<file path="src/hw/rtl/xmodem_sender_top_assert.svh">
// ----------------------------------------------------------------------------
// xmodem sender assertion macros
// shared assertion forms, sampled on clock and disabled in reset
// ----------------------------------------------------------------------------
`ifndef XMODEM_SENDER_TOP_ASSERT_SVH
`define XMODEM_SENDER_TOP_ASSERT_SVH

// plain property checked at every rising clock edge out of reset
`define XMS_ASSERT(label, prop, msg) \
   label: assert property (@(posedge clock) disable iff (reset) (prop)) else $error(msg);

// same-cycle implication
`define XMS_ASSERT_IMPLY(label, ante, cons, msg) \
   `XMS_ASSERT(label, (ante) |-> (cons), msg)

`endif

</file>
<file path="src/hw/rtl/xms_pkg.sv">
// ----------------------------------------------------------------------------
// xmodem sender package
// constants, codes, types and the crc-16 byte update
// ----------------------------------------------------------------------------
package xms_pkg;

   // packet geometry
   localparam int PAYLOAD_BYTES    = 128;
   localparam int ADDR_W           = $clog2(PAYLOAD_BYTES);
   localparam int FRAME_DATA_FIRST = 3;
   localparam int FRAME_CHECK_IDX  = FRAME_DATA_FIRST + PAYLOAD_BYTES;
   localparam int FRAME_LEN_SUM    = FRAME_DATA_FIRST + PAYLOAD_BYTES + 1;
   localparam int FRAME_LEN_CRC    = FRAME_DATA_FIRST + PAYLOAD_BYTES + 2;
   localparam int CNT_W            = $clog2(FRAME_LEN_CRC + 1);

   // field widths
   localparam int CMD_W    = 3;
   localparam int BYTE_W   = 8;
   localparam int STATUS_W = 2;
   localparam int CFG_W    = 8;
   localparam int CRC_W    = 16;

   // line characters
   localparam logic [BYTE_W-1:0] CH_SOH = 8'h01;
   localparam logic [BYTE_W-1:0] CH_EOT = 8'h04;
   localparam logic [BYTE_W-1:0] CH_ACK = 8'h06;
   localparam logic [BYTE_W-1:0] CH_NAK = 8'h15;
   localparam logic [BYTE_W-1:0] CH_CAN = 8'h18;
   localparam logic [BYTE_W-1:0] CH_PAD = 8'h1A;
   localparam logic [BYTE_W-1:0] CH_C   = 8'h43;

   localparam logic [CRC_W-1:0] CRC_POLY = 16'h1021;
   localparam logic [CFG_W-1:0] START_ATTEMPTS_RST = 8'd6;

   // request commands
   localparam logic [CMD_W-1:0] CMD_LINE    = 3'd0;
   localparam logic [CMD_W-1:0] CMD_PAYLOAD = 3'd1;
   localparam logic [CMD_W-1:0] CMD_SLOT    = 3'd2;
   localparam logic [CMD_W-1:0] CMD_EOF     = 3'd3;
   localparam logic [CMD_W-1:0] CMD_TIMEOUT = 3'd4;

   // result kinds
   localparam logic KIND_LINE   = 1'b0;
   localparam logic KIND_STATUS = 1'b1;

   // status codes
   localparam logic [STATUS_W-1:0] ST_ACKED     = 2'd0;
   localparam logic [STATUS_W-1:0] ST_COMPLETE  = 2'd1;
   localparam logic [STATUS_W-1:0] ST_CANCELLED = 2'd2;
   localparam logic [STATUS_W-1:0] ST_NO_RX     = 2'd3;

   // transfer phases
   typedef enum logic [7:0] {
      PH_WAIT_START   = 8'b0000_0001,
      PH_FILL         = 8'b0000_0010,
      PH_SEND         = 8'b0000_0100,
      PH_WAIT_ACK     = 8'b0000_1000,
      PH_SEND_EOT     = 8'b0001_0000,
      PH_WAIT_EOT_ACK = 8'b0010_0000,
      PH_DONE         = 8'b0100_0000,
      PH_ABORTED      = 8'b1000_0000
   } phase_type;

   // one result item
   typedef struct packed {
      logic                kind;
      logic [BYTE_W-1:0]   tx_byte;
      logic [STATUS_W-1:0] status;
      logic [BYTE_W-1:0]   packet_number;
   } rsp_item_type;

   typedef struct packed {
      logic         valid;
      rsp_item_type item;
   } core_res_type;

   // packet buffer write port
   typedef struct packed {
      logic              en;
      logic [ADDR_W-1:0] addr;
      logic [BYTE_W-1:0] data;
   } mem_wr_type;

   // core status seen by the top level
   typedef struct packed {
      logic             ended;
      logic [CNT_W-1:0] send_idx;
   } core_stat_type;

   // crc-16 ccitt update by one byte, high bit first
   function automatic logic [CRC_W-1:0] crc_byte(input logic [CRC_W-1:0] crc,
                                                 input logic [BYTE_W-1:0] b);
      logic [CRC_W-1:0] c;
      c = crc ^ {b, 8'h00};
      for (int i = 0; i < BYTE_W; i++) begin
         if (c[CRC_W-1]) begin
            c = {c[CRC_W-2:0], 1'b0} ^ CRC_POLY;
         end else begin
            c = {c[CRC_W-2:0], 1'b0};
         end
      end
      return c;
   endfunction

endpackage

</file>
<file path="src/hw/rtl/xms_req_if.sv">
// ----------------------------------------------------------------------------
// xmodem sender request channel
// valid/ready channel carrying one command and its byte
// ----------------------------------------------------------------------------
interface xms_req_if;
   import xms_pkg::*;

   logic              valid;
   logic              ready;
   logic [CMD_W-1:0]  cmd;
   logic [BYTE_W-1:0] value;

   modport source (output valid, output cmd, output value, input ready);
   modport sink   (input valid, input cmd, input value, output ready);
endinterface

</file>
<file path="src/hw/rtl/xms_rsp_if.sv">
// ----------------------------------------------------------------------------
// xmodem sender result channel
// valid/ready channel carrying one line byte or status report
// ----------------------------------------------------------------------------
interface xms_rsp_if;
   import xms_pkg::*;

   logic                valid;
   logic                ready;
   logic                kind;
   logic [BYTE_W-1:0]   tx_byte;
   logic [STATUS_W-1:0] status;
   logic [BYTE_W-1:0]   packet_number;

   modport source (output valid, output kind, output tx_byte, output status,
                   output packet_number, input ready);
   modport sink   (input valid, input kind, input tx_byte, input status,
                   input packet_number, output ready);
endinterface

</file>
<file path="src/hw/rtl/xmodem_sender_top.sv">
// ----------------------------------------------------------------------------
// xmodem sender top level
// request register, protocol core with packet buffer, result register
// ----------------------------------------------------------------------------
//  channel   dir  handshake     payload
//  req_chan  in   valid/ready   cmd[2:0], value[7:0]
//  rsp_chan  out  valid/ready   kind, tx_byte[7:0], status[1:0], packet_number[7:0]
//  csr_*     in   write enable  csr_wr_data[7:0] = start attempts
//
//  one request per cycle sustained while rsp_chan.ready holds; a result is offered
//  once its request has passed the request register and then the result register
//  the packet buffer read is prefetched from the next send index
//  reset clears all control state; the 128-byte buffer is not cleared
//  a stalled result holds the result register; one more request is taken
//  into the request register before req_chan.ready drops
// ----------------------------------------------------------------------------
`include "xmodem_sender_top_assert.svh"

module xmodem_sender_top (
   input  logic                       clock,
   input  logic                       reset,
   xms_req_if.sink                    req_chan,
   xms_rsp_if.source                  rsp_chan,
   input  logic                       csr_wr_en,
   input  logic [xms_pkg::CFG_W-1:0]  csr_wr_data
);
   import xms_pkg::*;

   logic              in_vld_ff, in_vld_in;
   logic [CMD_W-1:0]  in_cmd_ff;
   logic [BYTE_W-1:0] in_val_ff;
   logic              out_vld_ff, out_vld_in;
   rsp_item_type      out_item_ff;
   logic              fire;

   mem_wr_type        mem_wr;
   logic [ADDR_W-1:0] rd_addr;
   logic [BYTE_W-1:0] rd_data;
   core_res_type      res;
   core_stat_type     stat;

   // request moves on when the result register is free or draining
   assign fire           = in_vld_ff && (!out_vld_ff || rsp_chan.ready);
   assign req_chan.ready = !in_vld_ff || fire;
   assign in_vld_in      = req_chan.ready ? req_chan.valid : in_vld_ff;
   assign out_vld_in     = fire ? res.valid : (out_vld_ff && !rsp_chan.ready);

   // request register
   always_ff @(posedge clock) begin
      if (reset) begin
         in_vld_ff <= 1'b0;
      end else begin
         in_vld_ff <= in_vld_in;
      end
      if (req_chan.ready) begin
         in_cmd_ff <= req_chan.cmd;
         in_val_ff <= req_chan.value;
      end
   end

   xms_pkt_mem u_mem (
      .clock   (clock),
      .wr      (mem_wr),
      .rd_addr (rd_addr),
      .rd_data (rd_data)
   );

   xms_core u_core (
      .clock       (clock),
      .reset       (reset),
      .item_fire   (fire),
      .item_cmd    (in_cmd_ff),
      .item_value  (in_val_ff),
      .csr_wr_en   (csr_wr_en),
      .csr_wr_data (csr_wr_data),
      .rd_data     (rd_data),
      .mem_wr      (mem_wr),
      .rd_addr     (rd_addr),
      .res         (res),
      .stat        (stat)
   );

   // result register
   always_ff @(posedge clock) begin
      if (reset) begin
         out_vld_ff <= 1'b0;
      end else begin
         out_vld_ff <= out_vld_in;
      end
      if (fire) begin
         out_item_ff <= res.item;
      end
   end

   assign rsp_chan.valid         = out_vld_ff;
   assign rsp_chan.kind          = out_item_ff.kind;
   assign rsp_chan.tx_byte       = out_item_ff.tx_byte;
   assign rsp_chan.status        = out_item_ff.status;
   assign rsp_chan.packet_number = out_item_ff.packet_number;

   // checks
   `XMS_ASSERT_IMPLY(a_stall_only_on_rsp, !req_chan.ready, out_vld_ff && !rsp_chan.ready,
      "request stalled without a pending result")
   `XMS_ASSERT_IMPLY(a_quiet_when_ended, stat.ended, !res.valid,
      "result produced after the transfer ended")
   `XMS_ASSERT_IMPLY(a_line_byte_status, rsp_chan.valid && rsp_chan.kind == KIND_LINE,
      rsp_chan.status == ST_ACKED, "line byte result with nonzero status")
   `XMS_ASSERT(a_send_idx_range, stat.send_idx < CNT_W'(FRAME_LEN_CRC),
      "send index beyond the frame")
endmodule

</file>
<file path="src/hw/rtl/xms_pkt_mem.sv">
// ----------------------------------------------------------------------------
// xmodem sender packet buffer
// one write port, one registered read port
// ----------------------------------------------------------------------------
module xms_pkt_mem (
   input  logic                          clock,
   input  xms_pkg::mem_wr_type           wr,
   input  logic [xms_pkg::ADDR_W-1:0]    rd_addr,
   output logic [xms_pkg::BYTE_W-1:0]    rd_data
);
   import xms_pkg::*;

   logic [BYTE_W-1:0] mem_ff [PAYLOAD_BYTES];
   logic [BYTE_W-1:0] rd_data_ff;

   // write and registered read
   always_ff @(posedge clock) begin
      if (wr.en) begin
         mem_ff[wr.addr] <= wr.data;
      end
      rd_data_ff <= mem_ff[rd_addr];
   end

   assign rd_data = rd_data_ff;
endmodule

</file>
<file path="src/hw/rtl/xms_core.sv">
// ----------------------------------------------------------------------------
// xmodem sender protocol core
// transfer phases, packet framing, checksum and crc, retry counting
// ----------------------------------------------------------------------------
module xms_core (
   input  logic                          clock,
   input  logic                          reset,
   input  logic                          item_fire,
   input  logic [xms_pkg::CMD_W-1:0]     item_cmd,
   input  logic [xms_pkg::BYTE_W-1:0]    item_value,
   input  logic                          csr_wr_en,
   input  logic [xms_pkg::CFG_W-1:0]     csr_wr_data,
   input  logic [xms_pkg::BYTE_W-1:0]    rd_data,
   output xms_pkg::mem_wr_type           mem_wr,
   output logic [xms_pkg::ADDR_W-1:0]    rd_addr,
   output xms_pkg::core_res_type         res,
   output xms_pkg::core_stat_type        stat
);
   import xms_pkg::*;

   phase_type         phase_ff, phase_in, phase_mid;
   logic [CNT_W-1:0]  fill_ff, fill_in, fill_mid;
   logic [CNT_W-1:0]  len_ff, len_in;
   logic [CNT_W-1:0]  send_idx_ff, send_idx_in, send_idx_mid;
   logic [BYTE_W-1:0] seq_ff, seq_in;
   logic              use_crc_ff, use_crc_in;
   logic [CRC_W-1:0]  crc_ff, crc_in;
   logic [BYTE_W-1:0] sum_ff, sum_in;
   logic [CFG_W-1:0]  tries_ff, tries_in;
   logic              end_ff, end_in, end_mid;

   logic              ended;
   logic [CNT_W-1:0]  data_pos;
   logic [CNT_W-1:0]  idx_next;
   logic [CNT_W-1:0]  frame_len;
   logic [CNT_W-1:0]  rd_pos;
   logic [BYTE_W-1:0] data_byte;

   assign ended     = (phase_ff == PH_DONE) || (phase_ff == PH_ABORTED);
   assign data_pos  = send_idx_ff - CNT_W'(FRAME_DATA_FIRST);
   assign idx_next  = send_idx_ff + CNT_W'(1);
   assign frame_len = use_crc_ff ? CNT_W'(FRAME_LEN_CRC) : CNT_W'(FRAME_LEN_SUM);

   // bytes past the stored length are padding
   assign data_byte = (data_pos < len_ff) ? rd_data : CH_PAD;

   // item processing
   always_comb begin
      phase_mid    = phase_ff;
      fill_mid     = fill_ff;
      end_mid      = end_ff;
      send_idx_mid = send_idx_ff;
      seq_in       = seq_ff;
      use_crc_in   = use_crc_ff;
      crc_in       = crc_ff;
      sum_in       = sum_ff;
      tries_in     = tries_ff;

      res.valid              = 1'b0;
      res.item.kind          = KIND_LINE;
      res.item.tx_byte       = '0;
      res.item.status        = ST_ACKED;
      res.item.packet_number = seq_ff;

      mem_wr.en   = 1'b0;
      mem_wr.addr = fill_ff[ADDR_W-1:0];
      mem_wr.data = item_value;

      if (item_fire && !ended) begin
         unique case (item_cmd)
            CMD_LINE, CMD_TIMEOUT: begin
               priority if (phase_ff == PH_WAIT_START) begin
                  priority if (item_cmd == CMD_LINE &&
                               (item_value == CH_C || item_value == CH_NAK)) begin
                     use_crc_in = (item_value == CH_C);
                     phase_mid  = PH_FILL;
                  end else if (tries_ff <= CFG_W'(1)) begin
                     tries_in        = '0;
                     phase_mid       = PH_ABORTED;
                     res.valid       = 1'b1;
                     res.item.kind   = KIND_STATUS;
                     res.item.status = ST_NO_RX;
                  end else begin
                     tries_in = tries_ff - CFG_W'(1);
                  end
               end else if (phase_ff == PH_WAIT_ACK) begin
                  // timeouts and stray bytes are ignored here
                  if (item_cmd == CMD_LINE) begin
                     priority if (item_value == CH_ACK) begin
                        res.valid       = 1'b1;
                        res.item.kind   = KIND_STATUS;
                        res.item.status = ST_ACKED;
                        seq_in          = seq_ff + BYTE_W'(1);
                        fill_mid        = '0;
                        phase_mid       = PH_FILL;
                     end else if (item_value == CH_NAK) begin
                        send_idx_mid = '0;
                        phase_mid    = PH_SEND;
                     end else if (item_value == CH_CAN) begin
                        res.valid       = 1'b1;
                        res.item.kind   = KIND_STATUS;
                        res.item.status = ST_CANCELLED;
                        phase_mid       = PH_ABORTED;
                     end else begin
                     end
                  end
               end else if (phase_ff == PH_WAIT_EOT_ACK) begin
                  if (item_cmd == CMD_LINE && item_value == CH_ACK) begin
                     res.valid       = 1'b1;
                     res.item.kind   = KIND_STATUS;
                     res.item.status = ST_COMPLETE;
                     phase_mid       = PH_DONE;
                  end else begin
                     phase_mid = PH_SEND_EOT;
                  end
               end else begin
               end
            end
            CMD_PAYLOAD: begin
               if ((phase_ff == PH_WAIT_START || phase_ff == PH_FILL) && !end_ff &&
                   fill_ff < CNT_W'(PAYLOAD_BYTES)) begin
                  mem_wr.en = 1'b1;
                  fill_mid  = fill_ff + CNT_W'(1);
               end
            end
            CMD_SLOT: begin
               if (phase_ff == PH_SEND) begin
                  res.valid = 1'b1;
                  priority if (send_idx_ff == '0) begin
                     crc_in           = '0;
                     sum_in           = '0;
                     res.item.tx_byte = CH_SOH;
                  end else if (send_idx_ff == CNT_W'(1)) begin
                     res.item.tx_byte = seq_ff;
                  end else if (send_idx_ff == CNT_W'(2)) begin
                     res.item.tx_byte = ~seq_ff;
                  end else if (send_idx_ff < CNT_W'(FRAME_CHECK_IDX)) begin
                     crc_in           = crc_byte(crc_ff, data_byte);
                     sum_in           = sum_ff + data_byte;
                     res.item.tx_byte = data_byte;
                  end else if (send_idx_ff == CNT_W'(FRAME_CHECK_IDX)) begin
                     res.item.tx_byte = use_crc_ff ? crc_ff[CRC_W-1:BYTE_W] : sum_ff;
                  end else begin
                     res.item.tx_byte = crc_ff[BYTE_W-1:0];
                  end
                  // frame end: wait for the receiver's reply
                  if (idx_next >= frame_len) begin
                     phase_mid    = PH_WAIT_ACK;
                     send_idx_mid = '0;
                  end else begin
                     send_idx_mid = idx_next;
                  end
               end else if (phase_ff == PH_SEND_EOT) begin
                  res.valid        = 1'b1;
                  res.item.tx_byte = CH_EOT;
                  phase_mid        = PH_WAIT_EOT_ACK;
               end else begin
               end
            end
            CMD_EOF: begin
               end_mid = 1'b1;
            end
            default: begin
            end
         endcase
      end

      // start a packet or the end sequence when due
      phase_in    = phase_mid;
      fill_in     = fill_mid;
      len_in      = len_ff;
      send_idx_in = send_idx_mid;
      end_in      = end_mid;
      if (item_fire && phase_mid == PH_FILL) begin
         priority if (fill_mid >= CNT_W'(PAYLOAD_BYTES) ||
                      (end_mid && fill_mid != '0)) begin
            len_in      = fill_mid;
            fill_in     = CNT_W'(PAYLOAD_BYTES);
            send_idx_in = '0;
            phase_in    = PH_SEND;
         end else if (end_mid) begin
            phase_in = PH_SEND_EOT;
         end else begin
         end
      end

      // attempts register write
      if (csr_wr_en) begin
         if (phase_ff == PH_WAIT_START) begin
            tries_in = csr_wr_data;
         end
      end
   end

   // prefetch the data byte for the next send index
   assign rd_pos  = send_idx_in - CNT_W'(FRAME_DATA_FIRST);
   assign rd_addr = rd_pos[ADDR_W-1:0];

   // state registers
   always_ff @(posedge clock) begin
      if (reset) begin
         phase_ff    <= PH_WAIT_START;
         fill_ff     <= '0;
         len_ff      <= '0;
         send_idx_ff <= '0;
         seq_ff      <= BYTE_W'(1);
         use_crc_ff  <= 1'b0;
         crc_ff      <= '0;
         sum_ff      <= '0;
         tries_ff    <= START_ATTEMPTS_RST;
         end_ff      <= 1'b0;
      end else begin
         phase_ff    <= phase_in;
         fill_ff     <= fill_in;
         len_ff      <= len_in;
         send_idx_ff <= send_idx_in;
         seq_ff      <= seq_in;
         use_crc_ff  <= use_crc_in;
         crc_ff      <= crc_in;
         sum_ff      <= sum_in;
         tries_ff    <= tries_in;
         end_ff      <= end_in;
      end
   end

   assign stat.ended    = ended;
   assign stat.send_idx = send_idx_ff;
endmodule
</file>
<file path="src/flat_wrapper.sv">
// flat-port wrapper written by rule: the top's interface ports become plain ports
module xmodem_sender_top_flat import xms_pkg::*;
  (clock, reset, csr_wr_en, csr_wr_data, req_chan_valid, req_chan_cmd, req_chan_value, req_chan_ready, rsp_chan_valid, rsp_chan_kind, rsp_chan_tx_byte, rsp_chan_status, rsp_chan_packet_number, rsp_chan_ready);
  xms_req_if req_chan_i ();
  xms_rsp_if rsp_chan_i ();
  input  logic clock;
  input  logic reset;
  input  logic csr_wr_en;
  input  logic [xms_pkg::CFG_W-1:0] csr_wr_data;
  input wire logic [$bits(req_chan_i.valid)-1:0] req_chan_valid;
  input wire logic [$bits(req_chan_i.cmd)-1:0] req_chan_cmd;
  input wire logic [$bits(req_chan_i.value)-1:0] req_chan_value;
  output wire logic [$bits(req_chan_i.ready)-1:0] req_chan_ready;
  output wire logic [$bits(rsp_chan_i.valid)-1:0] rsp_chan_valid;
  output wire logic [$bits(rsp_chan_i.kind)-1:0] rsp_chan_kind;
  output wire logic [$bits(rsp_chan_i.tx_byte)-1:0] rsp_chan_tx_byte;
  output wire logic [$bits(rsp_chan_i.status)-1:0] rsp_chan_status;
  output wire logic [$bits(rsp_chan_i.packet_number)-1:0] rsp_chan_packet_number;
  input wire logic [$bits(rsp_chan_i.ready)-1:0] rsp_chan_ready;
  assign req_chan_i.valid = req_chan_valid;
  assign req_chan_i.cmd = req_chan_cmd;
  assign req_chan_i.value = req_chan_value;
  assign req_chan_ready = req_chan_i.ready;
  assign rsp_chan_valid = rsp_chan_i.valid;
  assign rsp_chan_kind = rsp_chan_i.kind;
  assign rsp_chan_tx_byte = rsp_chan_i.tx_byte;
  assign rsp_chan_status = rsp_chan_i.status;
  assign rsp_chan_packet_number = rsp_chan_i.packet_number;
  assign rsp_chan_i.ready = rsp_chan_ready;
  xmodem_sender_top u_core (.clock(clock), .reset(reset), .req_chan(req_chan_i), .rsp_chan(rsp_chan_i), .csr_wr_en(csr_wr_en), .csr_wr_data(csr_wr_data));
endmodule
</file>
<file path="config.mk">
export PLATFORM = sky130hd
export DESIGN_NAME = xmodem_sender_top_flat
export DESIGN_NICKNAME = d
export VERILOG_FILES = /design/src/hw/rtl/xms_pkg.sv /design/src/hw/rtl/xms_req_if.sv /design/src/hw/rtl/xms_rsp_if.sv /design/src/hw/rtl/xmodem_sender_top.sv /design/src/hw/rtl/xms_pkt_mem.sv /design/src/hw/rtl/xms_core.sv /design/src/flat_wrapper.sv
export VERILOG_INCLUDE_DIRS = /design/src /design/src/hw/rtl
export SDC_FILE = /design/constraint.sdc
export NUM_CORES = 2
export LEC_CHECK = 0
export BUFFER_PORTS_ARGS = -buffer_cell sky130_fd_sc_hd__buf_2
export CORE_ASPECT_RATIO = 0.5
export CORE_MARGIN = 2
export CORE_UTILIZATION = 50
export CTS_BUF_LIST = sky130_fd_sc_hd__clkbuf_8
export DETAILED_ROUTE_END_ITERATION = 8
export GPL_ROUTABILITY_DRIVEN = 1
export PLACE_DENSITY = 0.76
export SYNTH_ARGS = -nofsm -noshare
export SYNTH_HDL_FRONTEND = slang
export SYNTH_SLANG_ARGS = --single-unit
</file>
<file path="constraint.sdc">
create_clock -name clock -period 8.15 [get_ports clock]
set_input_delay 0.815 -clock clock [delete_from_list [all_inputs] [get_ports clock]]
set_output_delay 0.815 -clock clock [all_outputs]
set_load 0.005 [all_outputs]
</file>
==> flow_summary.toml <==
[sta]
worst_slew_pin_slew_ns = 1.388
hold_viol_final = 0
slew_headroom_pct = 6.288
setup_tns_ns = 0
setup_viol_count_final = 0
min_period_ns = 7.398
maxSlewViolCount = 0
finalCritPeriodShare_pct = 90.77
fin_skew_ns = 0.04365
fmax_mhz = 135.2
grt_setup_unrepaired = "no"

[detailed_routing]
dr_total_vias = 32190
drc = 0
drt-pass1-iter-count = 9
wl_per_cell_um = 25.68
wirelength_um = 129400
drt-vias-per-instance = 6.387
ant_nets = 0
drt_iter0_markers = 4734

[layout]
nNetsFinal = 3704
regArea_um2 = 33330
area_growth_pct = 9.315
multi_input_area_um2 = 13710
final_core_util_pct = 55.15
nFillCells = 7494
drive_gt1_share_pct = 11.23

[clocking]
cts_hold_buffers = 0
cts_root_buffer = "clkbuf_8"
htreeDepth = 4
clk_latency_ns = 0.87
cts.path.max_buffers = 3
cts_tree = "built"
ctsResizeCount = 0
post_cts_buffers = 0
cts.sinks = 1138
clk_pin_slew_ns = 0.07
cts_buffers = 160

[grt]
busiest_layer = "met2"
track_usage_pct = 25.88
grt_pass1_vias = 30287
use_met3_pct = 7.304
grt_util_met2_pct = 38.32
gr-usage-met1_pct = 36.53
grt_max_degree = 109
grt_pass1_wl_um = 192900
antenna_found_initial = 8
grt_overflow = 0

[yosys]
syn_inst = 3580
syn_avg_cell_area_um2 = 13.44
synth_ff_type = "edfxtp_1"
synth-seq-cells = 1138
syn_nets = 3630
seq_area_frac_synth_pct = 69.26
synth_most_common_cell = "edfxtp_1"
ys_async_sr_fraction_pct = 0
synth.cell_area_um2 = 48130
yosys-top-cells-area = "edfxtp_1 66%, dfxtp_1 3.5%, nand2_1 3.4%"
yosysTopAreaCell = "edfxtp_1"
synth_edf_count = 1054
synth_cell_type_count = 98
ys_top_cells_by_count = "1054 x edfxtp_1, 434 x nand2_1, 390 x nor2_1"
netlist.area_leader.share_pct = 65.76
yosysWarningCount = 0

[worst_setup_path]
required_ns = 8.96
critPathMaxFanout = 55
critPathMaxStageDelay_ns = 1.26
crit_start = "u_core.in_cmd_ff[2]$_DFFE_PP_"
crit_type = "flop to flop"
crit_family = "compound AO/OA/AOI/OAI gates"
reg2reg_from = "u_core.in_cmd_ff[2]$_DFFE_PP_"
worstPathCellList = "nor4_1, and3_1, nand4_1, a21o_1, a211oi_1, nand4_1, o211ai_1, nand2_4, inv_6, ha_2, buf_4, nor2_1, mux2i_1, o211a_2, nor2_1, a22oi_1, nand4_1, o41ai_1, and4_1"
worst-r2r-cell-count = 19
worstReg2RegEnd = "u_core.u_mem.rd_data[4]$_DFF_P_"
ff2ff_setup_slack_ns = 0.75
critPathSlowestCell = "o41ai_1"
crit_top_cell = "nand4_1"
cp.depth = 19
critPathLaunchType = "flop"
endpoint = "u_core.u_mem.rd_data[4]$_DFF_P_"
crit_buf_inv = 2
cp_data_arrival_time_ns = 8.21
end_kind = "flop"

[floorplanning]
fp.dieH_um = 223.4
die_x_um = 442.8
start_util_pct = 50.45
core_um2 = 95390
dieArea_um2 = 98900
io-pin-count = 45
rows = 80

[power_and_ir_drop]
p_clk_share_pct = 38.9
p_seq_share_pct = 59.7
peakVddDrop_mv = 0.1453
power_mw = 10.70
total_leakage_power_nw = 18.02
comb_power_share_pct = 1.3
p_int_mw = 8.421
power_switching_mw = 2.278
p_sw_share_pct = 21.29
power_density_nw_per_um2 = 203.4

[min_path]
hold_class = "input pin to flop"

[placement]
gp_congestion = 0.9400
port_buffers = 44
hpwl_um = 80410

[run]
maxCapViolations = 0

[outcome]
status = "completed"
sequential cells by signal (all words and copies together), names as in the netlist:
name,flops
u_core.u_core.phase_ff,8
u_core.in_cmd_ff,3
u_core.u_core.end_ff,1
u_core.u_core.seq_ff,8
u_core.in_vld_ff,1
u_core.u_core.tries_ff,8
u_core.rsp_chan.status,2
u_core.rsp_chan.kind,1
u_core.in_val_ff,8
u_core.u_core.send_idx_ff,8
u_core.u_core.fill_ff,8
u_core.u_core.len_ff,8
u_core.u_core.sum_ff,8
u_core.rsp_chan.tx_byte,8
u_core.rsp_chan.packet_number,8
u_core.u_core.use_crc_ff,1
u_core.rsp_chan.valid,1
u_core.u_mem.rd_data,8
u_core.u_mem.mem_ff,1024
u_core.u_core.crc_ff,16
power groups by stage:
stage | clock, mW | combinational (mW) | sequential, mW
final | 4.17 | 0.144 | 6.39
after global routing | 4.41 | 0.153 | 6.39
after detailed placement | 0 | 0.142 | 6.51
after floorplan | 0 | 0.0292 | 6.56
after global placement | 0 | 0.136 | 6.51
after CTS | 4.19 | 0.142 | 6.39
cells in the final DEF, fill, tap and decap left out, types with 87 or more instances in the layout:
cell	netlist	routed
buf_4	10	87
clkbuf_8	0	170
edfxtp_1	1054	1054
inv_1	38	88
mux2i_1	156	156
nand2_1	434	434
nand3_1	103	103
nor2_1	390	389
nor3_1	96	96
o21ai_0	88	87
cells by family after synthesis:
| logic type | after synthesis | synth area share, % |
|---|---|---|
| AND/OR/NAND/NOR | 1250 | 11.87 |
| flip-flops | 1138 | 69.26 |
| AO/OA/AOI/OAI | 651 | 9.770 |
| buffers and inverters | 262 | 2.415 |
| multiplexers | 204 | 5.070 |
| XOR/XNOR | 49 | 0.9229 |
| adder cells (fa/ha/maj) | 26 | 0.6915 |
layer usage:
metal / part of all wire [%] / up-vias
li1: - / 13926
met1: 40 / 15726
met2: 44 / 2218
met3: 13 / 308
met4: 3.1 / 12
met5: 0.15 / -
layout make-up:
| class | count | share of cell area [%] |
|---|---|---|
| Antenna cell | 1 | 0.004756 |
| Sequential cell | 1138 | 63.36 |
| Clock buffer | 170 | 4.447 |
| Tap cell | 1271 | 3.023 |
| Clock inverter | 106 | 1.042 |
| Inverter | 39 | 0.2878 |
| Multi-Input combinational cell | 2180 | 26.06 |
| Timing Repair Buffer | 135 | 1.784 |
how the worst min path moves through the flow:
stage | from | end | slack (ns) | cells after the start
detailed placement | u_core.u_core.sum_ff[2]$_SDFFE_PP0P_ | u_core.u_core.sum_ff[2]$_SDFFE_PP0P_ | 0.48 | 2
floorplan | u_core.u_core.sum_ff[2]$_SDFFE_PP0P_ | u_core.u_core.sum_ff[2]$_SDFFE_PP0P_ | 0.45 | 2
finish | req_chan_value[5] | u_core.in_val_ff[5]$_DFFE_PP_ | 0.13 | 1
CTS | req_chan_value[5] | u_core.in_val_ff[5]$_DFFE_PP_ | 0.07 | 1
global placement | u_core.u_core.sum_ff[2]$_SDFFE_PP0P_ | u_core.u_core.sum_ff[2]$_SDFFE_PP0P_ | 0.47 | 2
global route | req_chan_value[5] | u_core.in_val_ff[5]$_DFFE_PP_ | 0.11 | 1
metrics by stage:
stage | instance area [um^2] | hold slack [ns] | cells | setup WS [ns]
floorplan | 48130 | 0.4486 | 3580 | 0.9063
global placement | 49710 | 0.4667 | 4762 | 0.7217
detailed placement | 49710 | 0.4785 | 4762 | 0.4608
CTS | 52600 | 0.06787 | 5038 | 0.9808
global route | 52610 | 0.1054 | 5039 | 0.4718
finish | 52610 | 0.1345 | 5040 | 0.7522
(Power assumes the default switching activity.)
